$ cat src/hdl/bcdfp_pkg.sv
// types, constants and digit functions for the bcd fixed-point add/subtract
`timescale 1ns / 1ps
`default_nettype none

package bcdfp_pkg;

   localparam int DATA_W           = 64;
   localparam int NIBBLES          = DATA_W / 4;
   localparam int DIGITS_PER_STAGE = 4;
   localparam int STAGES           = NIBBLES / DIGITS_PER_STAGE;
   // input register, digit stages, output register
   localparam int PIPE_LATENCY     = STAGES + 2;

   localparam int INT_DIGITS_DEFAULT  = 8;
   localparam int FRAC_DIGITS_DEFAULT = 8;

   localparam logic ACTION_ADD = 1'b0;
   localparam logic ACTION_SUB = 1'b1;

   typedef struct packed {
      logic              action;
      logic [DATA_W-1:0] operand_a;
      logic [DATA_W-1:0] operand_b;
   } req_type;

   typedef struct packed {
      logic [DATA_W-1:0] result_bcd;
      logic              carry_digit;
      logic              negative;
      logic              bad_digit;
   } rsp_type;

   // everything one item carries down the digit pipeline
   typedef struct packed {
      logic              action;
      logic              bad;
      logic              carry;
      logic              borrow_ab;
      logic              borrow_ba;
      logic [DATA_W-1:0] a;
      logic [DATA_W-1:0] b;
      logic [DATA_W-1:0] sum;
      logic [DATA_W-1:0] diff_ab;
      logic [DATA_W-1:0] diff_ba;
   } pipe_type;

   // returns {carry, digit}
   function automatic logic [4:0] digit_add(input logic [3:0] x, input logic [3:0] y,
                                            input logic cin);
      logic [4:0] s;
      s = {1'b0, x} + {1'b0, y} + {4'b0000, cin};
      if (s >= 5'd10) begin
         digit_add = {1'b1, 4'(s - 5'd10)};
      end else begin
         digit_add = {1'b0, s[3:0]};
      end
   endfunction

   // returns {borrow, digit}
   function automatic logic [4:0] digit_sub(input logic [3:0] x, input logic [3:0] y,
                                            input logic bin);
      logic [4:0] t;
      t = {1'b0, x} - {1'b0, y} - {4'b0000, bin};
      if (t[4]) begin
         digit_sub = {1'b1, 4'(t + 5'd10)};
      end else begin
         digit_sub = {1'b0, t[3:0]};
      end
   endfunction

endpackage

`default_nettype wire

$ cat src/hdl/bcdfp_stage.sv
// one pipeline stage: ripple add and both subtractions over a slice of digits
`timescale 1ns / 1ps
`default_nettype none

module bcdfp_stage #(
   parameter int FIRST  = 0,
   parameter int DIGITS = bcdfp_pkg::NIBBLES
) (
   input  wire logic               clock,
   input  wire logic               reset,
   input  wire logic               in_valid,
   input  wire bcdfp_pkg::pipe_type in_pipe,
   output logic                    out_valid,
   output bcdfp_pkg::pipe_type     out_pipe
);

   logic                valid_ff;
   bcdfp_pkg::pipe_type pipe_ff;
   bcdfp_pkg::pipe_type pipe_in;

   always_comb begin
      logic [4:0] r_add;
      logic [4:0] r_ab;
      logic [4:0] r_ba;
      int         idx;
      pipe_in = in_pipe;
      for (int k = 0; k < bcdfp_pkg::DIGITS_PER_STAGE; k++) begin
         idx = FIRST + k;
         // slots above the top digit pass the chain through and stay zero
         if (idx < DIGITS) begin
            r_add = bcdfp_pkg::digit_add(in_pipe.a[4*idx +: 4], in_pipe.b[4*idx +: 4],
                                         pipe_in.carry);
            r_ab  = bcdfp_pkg::digit_sub(in_pipe.a[4*idx +: 4], in_pipe.b[4*idx +: 4],
                                         pipe_in.borrow_ab);
            r_ba  = bcdfp_pkg::digit_sub(in_pipe.b[4*idx +: 4], in_pipe.a[4*idx +: 4],
                                         pipe_in.borrow_ba);
            pipe_in.carry               = r_add[4];
            pipe_in.borrow_ab           = r_ab[4];
            pipe_in.borrow_ba           = r_ba[4];
            pipe_in.sum[4*idx +: 4]     = r_add[3:0];
            pipe_in.diff_ab[4*idx +: 4] = r_ab[3:0];
            pipe_in.diff_ba[4*idx +: 4] = r_ba[3:0];
         end
      end
   end

   always_ff @(posedge clock) begin
      if (reset) begin
         valid_ff <= 1'b0;
      end else begin
         valid_ff <= in_valid;
      end
   end

   always_ff @(posedge clock) begin
      pipe_ff <= pipe_in;
   end

   assign out_valid = valid_ff;
   assign out_pipe  = pipe_ff;

endmodule

`default_nettype wire

$ cat src/hdl/bcd_fixed_point_add_subtract.sv
// top level: pipelined packed-bcd fixed-point adder / subtractor
// a result strobes out once its start beat has passed the input register, the digit stages and the output register
// throughput: one beat per cycle, busy is never raised; set by the digit pipeline,
//   four digit slots rippled in each of four stages between input and output registers
// reset: synchronous, active high, clears only the valid bits; no clearing pass
// results cannot be held off by the receiver, so nothing ever stalls
`timescale 1ns / 1ps
`default_nettype none

module bcd_fixed_point_add_subtract #(
   parameter int INT_DIGITS  = bcdfp_pkg::INT_DIGITS_DEFAULT,
   parameter int FRAC_DIGITS = bcdfp_pkg::FRAC_DIGITS_DEFAULT
) (
   input  wire logic              clock,
   input  wire logic              reset,
   input  wire logic              start,
   output logic                   busy,
   input  wire bcdfp_pkg::req_type req_item,
   output logic                   rsp_strobe,
   output bcdfp_pkg::rsp_type     rsp_item
);

   // digits handled, capped at the nibbles a field can hold
   localparam int DIGIT_COUNT = (INT_DIGITS + FRAC_DIGITS > bcdfp_pkg::NIBBLES)
                                ? bcdfp_pkg::NIBBLES : INT_DIGITS + FRAC_DIGITS;
   localparam logic [bcdfp_pkg::DATA_W-1:0] DIGIT_MASK =
      (DIGIT_COUNT >= bcdfp_pkg::NIBBLES) ? '1
      : ((bcdfp_pkg::DATA_W)'(1) << (4 * DIGIT_COUNT)) - (bcdfp_pkg::DATA_W)'(1);

   // every beat is taken; the pipeline never stalls
   assign busy = 1'b0;

   // input register: mask off nibbles above the top digit, flag bad digits
   logic                valid_ff;
   bcdfp_pkg::pipe_type pipe_ff;
   bcdfp_pkg::pipe_type pipe_in;

   always_comb begin
      logic bad;
      bad = 1'b0;
      pipe_in           = '0;
      pipe_in.action    = req_item.action;
      pipe_in.a         = req_item.operand_a & DIGIT_MASK;
      pipe_in.b         = req_item.operand_b & DIGIT_MASK;
      // masked nibbles read as zero, so all of them can be checked
      for (int i = 0; i < bcdfp_pkg::NIBBLES; i++) begin
         if (pipe_in.a[4*i +: 4] > 4'd9 || pipe_in.b[4*i +: 4] > 4'd9) begin
            bad = 1'b1;
         end
      end
      pipe_in.bad = bad;
   end

   always_ff @(posedge clock) begin
      if (reset) begin
         valid_ff <= 1'b0;
      end else begin
         valid_ff <= start & ~busy;
      end
   end

   always_ff @(posedge clock) begin
      pipe_ff <= pipe_in;
   end

   // digit pipeline: sum, a-b and b-a ripple side by side, carries registered
   logic                valid_st [0:bcdfp_pkg::STAGES];
   bcdfp_pkg::pipe_type pipe_st  [0:bcdfp_pkg::STAGES];

   assign valid_st[0] = valid_ff;
   assign pipe_st[0]  = pipe_ff;

   for (genvar s = 0; s < bcdfp_pkg::STAGES; s++) begin : g_stage
      bcdfp_stage #(
         .FIRST  (s * bcdfp_pkg::DIGITS_PER_STAGE),
         .DIGITS (DIGIT_COUNT)
      ) u_stage (
         .clock     (clock),
         .reset     (reset),
         .in_valid  (valid_st[s]),
         .in_pipe   (pipe_st[s]),
         .out_valid (valid_st[s+1]),
         .out_pipe  (pipe_st[s+1])
      );
   end

   // output register: a borrow out of a-b means b was larger, so b-a is the magnitude
   bcdfp_pkg::pipe_type last;
   logic                strobe_ff;
   bcdfp_pkg::rsp_type  rsp_ff;
   bcdfp_pkg::rsp_type  rsp_in;

   assign last = pipe_st[bcdfp_pkg::STAGES];

   always_comb begin
      rsp_in = '0;
      if (!last.bad) begin
         unique case (last.action)
            bcdfp_pkg::ACTION_ADD: begin
               rsp_in.result_bcd  = last.sum;
               rsp_in.carry_digit = last.carry;
            end
            bcdfp_pkg::ACTION_SUB: begin
               rsp_in.result_bcd = last.borrow_ab ? last.diff_ba : last.diff_ab;
               rsp_in.negative   = last.borrow_ab;
            end
            default: begin
               rsp_in.result_bcd = '0;
            end
         endcase
      end
      rsp_in.bad_digit = last.bad;
   end

   always_ff @(posedge clock) begin
      if (reset) begin
         strobe_ff <= 1'b0;
      end else begin
         strobe_ff <= valid_st[bcdfp_pkg::STAGES];
      end
   end

   always_ff @(posedge clock) begin
      rsp_ff <= rsp_in;
   end

   assign rsp_strobe = strobe_ff;
   assign rsp_item   = rsp_ff;

endmodule

`default_nettype wire

$ cat config.mk
export PLATFORM = sky130hd
export DESIGN_NAME = bcd_fixed_point_add_subtract
export DESIGN_NICKNAME = d
export VERILOG_FILES = /design/src/hdl/bcdfp_pkg.sv /design/src/hdl/bcdfp_stage.sv /design/src/hdl/bcd_fixed_point_add_subtract.sv
export SDC_FILE = /design/constraint.sdc
export NUM_CORES = 1
export LEC_CHECK = 0
export BUFFER_PORTS_ARGS = -buffer_cell sky130_fd_sc_hd__buf_2
export CAP_MARGIN = 5
export CORE_ASPECT_RATIO = 1.5
export CORE_MARGIN = 3
export CORE_UTILIZATION = 55
export CTS_CLUSTER_DIAMETER = 50
export DETAILED_ROUTE_END_ITERATION = 6
export HOLD_SLACK_MARGIN = 0.03
export PLACE_DENSITY = 0.73
export SYNTH_ARGS = -nofsm -noshare
export SYNTH_HDL_FRONTEND = slang
export SYNTH_SLANG_ARGS = --single-unit
$ cat constraint.sdc
create_clock -name clock -period 9.2 [get_ports clock]
set_clock_uncertainty 0.15 [all_clocks]
set_input_delay 0.92 -clock clock [delete_from_list [all_inputs] [get_ports clock]]
set_output_delay 0.92 -clock clock [all_outputs]
set_load 0.05 [all_outputs]
==> summary.txt <==
Floorplanning
  – Rows: between 100 and 150
  – Initial core utilization: 0.557
  – Chip Height: about 300 um
  – Core area: approximately 56000 sq um
  – Num ports: roughly 200
  – Die Area: about 60000 sq um
  – Chip width: 200 um

Logic synthesis
  – Average cell area after synthesis: 12.2 sq um
  – Post-synth cell types: 46
  – Syn Inst Count: about 2600
  – Register bit total from synthesis: between 800 and 900
  – Syn_nets: between 3000 and 4000
  – Main flop type after synthesis: dfxtp_1
  – Area leader, netlist: dfxtp_1
  – Ys async rst share: 0
  – Cell Area, Synth: ~31000 sq um
  – Post-synth EDFFs: 0
  – Sequential-to-total area share from yosys stat: 0.571
  – YS warnings: 0
  – Top cell type's share of synthesized area: 0.571
  – Top cells by area, synth: dfxtp_1 (57%), ha_1 (11%), fa_1 (6.0%)

Min path
  – Hold crit path type: flop to flop

Drt
  – WL final: approximately 54000 um
  – DR pass1 iterations: 4
  – Vias/cell: roughly 4.7
  – Via count: 17070
  – Antenna Nets Post-Route: 0
  – Iter 0 DRT Violations: between 500 and 600
  – Drt wl/cell: between 15 and 20 um
  – Remaining DRCs: 0

Global route
  – Total congestion overflow: 0
  – Largest net degree at the start of global routing: a little over 70
  – Antenna violations before repair: 3
  – Total track usage: 0.184
  – First-pass GRT wire length: around 90000 um
  – Vias in the first global route: ~18000

Timing
  – Setup_tns: 0 ps
  – Least-Margin Pin Slew: 963 ps
  – Fmax: about 0.12 GHz
  – Slew Viols, Final: 0
  – Fin crit share: 0.923
  – RSZ-0062 raised after global routing: false
  – Slew headroom: 0.358
  – Hold Vio Cnt, Final: 0
  – Setup violations, final: 0
  – Minimum clock period: 8490 ps
  – Hold_ws: ~170 ps

Setup path
  – Crit-path max cell delay: 490 ps
  – CP Class: flop to flop
  – Crit-path max FO: 4
  – WP data required: 9560 ps
  – Nature of the critical path startpoint: flop
  – CP max-delay cell: fa_1
  – Worst Path Arrival: ~8900 ps
  – Most used cell, CP: inv_1
  – Critical path capture point type: flop

Status
  – Run status: completed

Final layout
  – Fraction of layout cells with a size suffix above 1: 0.138
  – Nets@finish: 3296
  – Non-Filler Instances: around 3600
  – Final Cell Area: between 30000 and 40000 sq um
  – Layout fillers: about 4300
  – Post-layout util: 0.636
  – Area Growth Syn to Fin: 14.2%

Power
  – PD cells: 287 nW/um^2
  – Peak supply drop: around 0.17 mV
  – Lkg Pwr: 16.4 nW

Clock tree
  – Sink Count: 886
  – Clock Path Buffers: 3
  – Worst-path clk slew: 70 ps
  – Post-CTS Hold Buffers: 0
  – CTS tree: built
  – H-tree depth: 3
  – Clk_lat worst skew: 600 ps
  – Setup Fix Bufs, Post-CTS: 0
  – TritonCTS buffer count: 78
  – Root buf cell: clkbuf_16
  – Post-CTS resize count: 0

Job
  – Max-capacitance violation count: 0

Placement
  – Dpl cells: roughly 3500
  – Port Buffers: 199
  – Routability Congestion: approximately 0.9
  – Cell Area, Placed: 32800 sq um
  – Hpwl dp: 41000 um
## cells by family (layout without fill, tap and decap cells)
family | after synthesis | in the layout | share of synthesized area
buffers and inverters | 375 | 673 | 0.0476
other | 1 | 3 | 0.000121
DFF | 886 | 886 | 0.571
AOI/OAI and AO/OA | 270 | 270 | 0.0566
and+or+nand+nor | 294 | 294 | 0.0455
xor gates and xnor gates | 233 | 233 | 0.0669
adders and majority gates | 378 | 378 | 0.175
muxes | 114 | 114 | 0.0381
## stage by stage
step | total power (W) | setup WS, ps
CTS | 0.0103 | 636
finish | 0.0102 | 712
global route | 0.0108 | 34.6
floorplan | 0.00651 | 1570
detailed placement | 0.00699 | 677
global placement | 0.00686 | 1170
## routing by layer
metal,up-vias,track usage,wire (um)
met1,8035,0.192,20800
met4,2,0.0641,1430
met5,-,0,8
li1,8628,-,-
met2,291,0.364,29900
met3,114,0.0346,2200
## flip-flops by register name, summed over array words and instances (netlist names)
register and count:
rsp_item 67, valid_ff 1, pipe_ff 130, g_stage.u_stage.out_pipe 683
g_stage.u_stage.out_valid 4, rsp_strobe 1
## critical path, delay by kind of cell, from the launching register on
family	cells	cell delay, ps
buffers and inverters	10	800
xor gates and xnor gates	3	640
and+or+nand+nor	2	150
AOI/OAI and AO/OA	10	2150
muxes	1	290
DFF	1	360
adders and majority gates	12	3890
## final cells by class
class / instances / area, sq um / share of cell area
multi-input cells: 1290 / 11900 / 0.335
well taps: 756 / 946 / 0.0267
inverters: 329 / 1230 / 0.0348
diodes: 2 / 5.00 / 0.000141
flip-flops and latches: 886 / 17700 / 0.500
clock inverters: 48 / 534 / 0.0151
repair buffers: 201 / 1010 / 0.0285
clock buffers: 95 / 2140 / 0.0602
## final timing paths
| path | from | to | slack, ps | cells past startpoint |
|---|---|---|---|---|
| worst max-delay path | g_stage[1].u_stage.out_pipe[224] | g_stage[2].u_stage.out_pipe[174] | 710 | 38 |
| worst max register to register | g_stage[1].u_stage.out_pipe[224] | g_stage[2].u_stage.out_pipe[174] | 710 | 38 |
| worst min-delay path | g_stage[2].u_stage.out_pipe[29] | g_stage[3].u_stage.out_pipe[29] | 170 | 0 |
| worst min register to register | g_stage[2].u_stage.out_pipe[29] | g_stage[3].u_stage.out_pipe[29] | 170 | 0 |
## Yosys cell counts, drive strengths merged, types with 31 or more instances
cell / instances
dfxtp: 886
fa: 93
o21ai: 81
a21oi: 66
nor3: 32
mux2i: 80
mux2: 34
inv: 329
xnor2: 163
ha: 285
xor2: 70
a211oi: 64
nor2: 148
nand3b: 31
## layout by cell type, fill, tap and decap left out, drive strengths merged, types with 2 or more instances in the layout
cell      count
dfxtp       886
inv         345
ha          285
buf         201
xnor2       163
nor2        148
clkbuf       95
fa           93
o21ai        81
mux2i        80
xor2         70
a21oi        66
a211oi       64
mux2         34
nor3         32
nand3b       31
o21bai       28
nand2b       27
nand2        22
nor2b        21
clkinv       19
o31ai        13
nand4         8
clkinvlp      7
bufinv        6
a21bo         3
diode         2
a31oi         2
o21a          2
a21o          2
nor4          2
## report_power, final
part	internal (W)	switching, W	leakage, nW
clock	0.00187	0.00143	1.30
combinational	0.000807	0.000886	7.63
sequential	0.00490	0.000290	7.45
No activity file was read; power rests on OpenSTA's default activity.
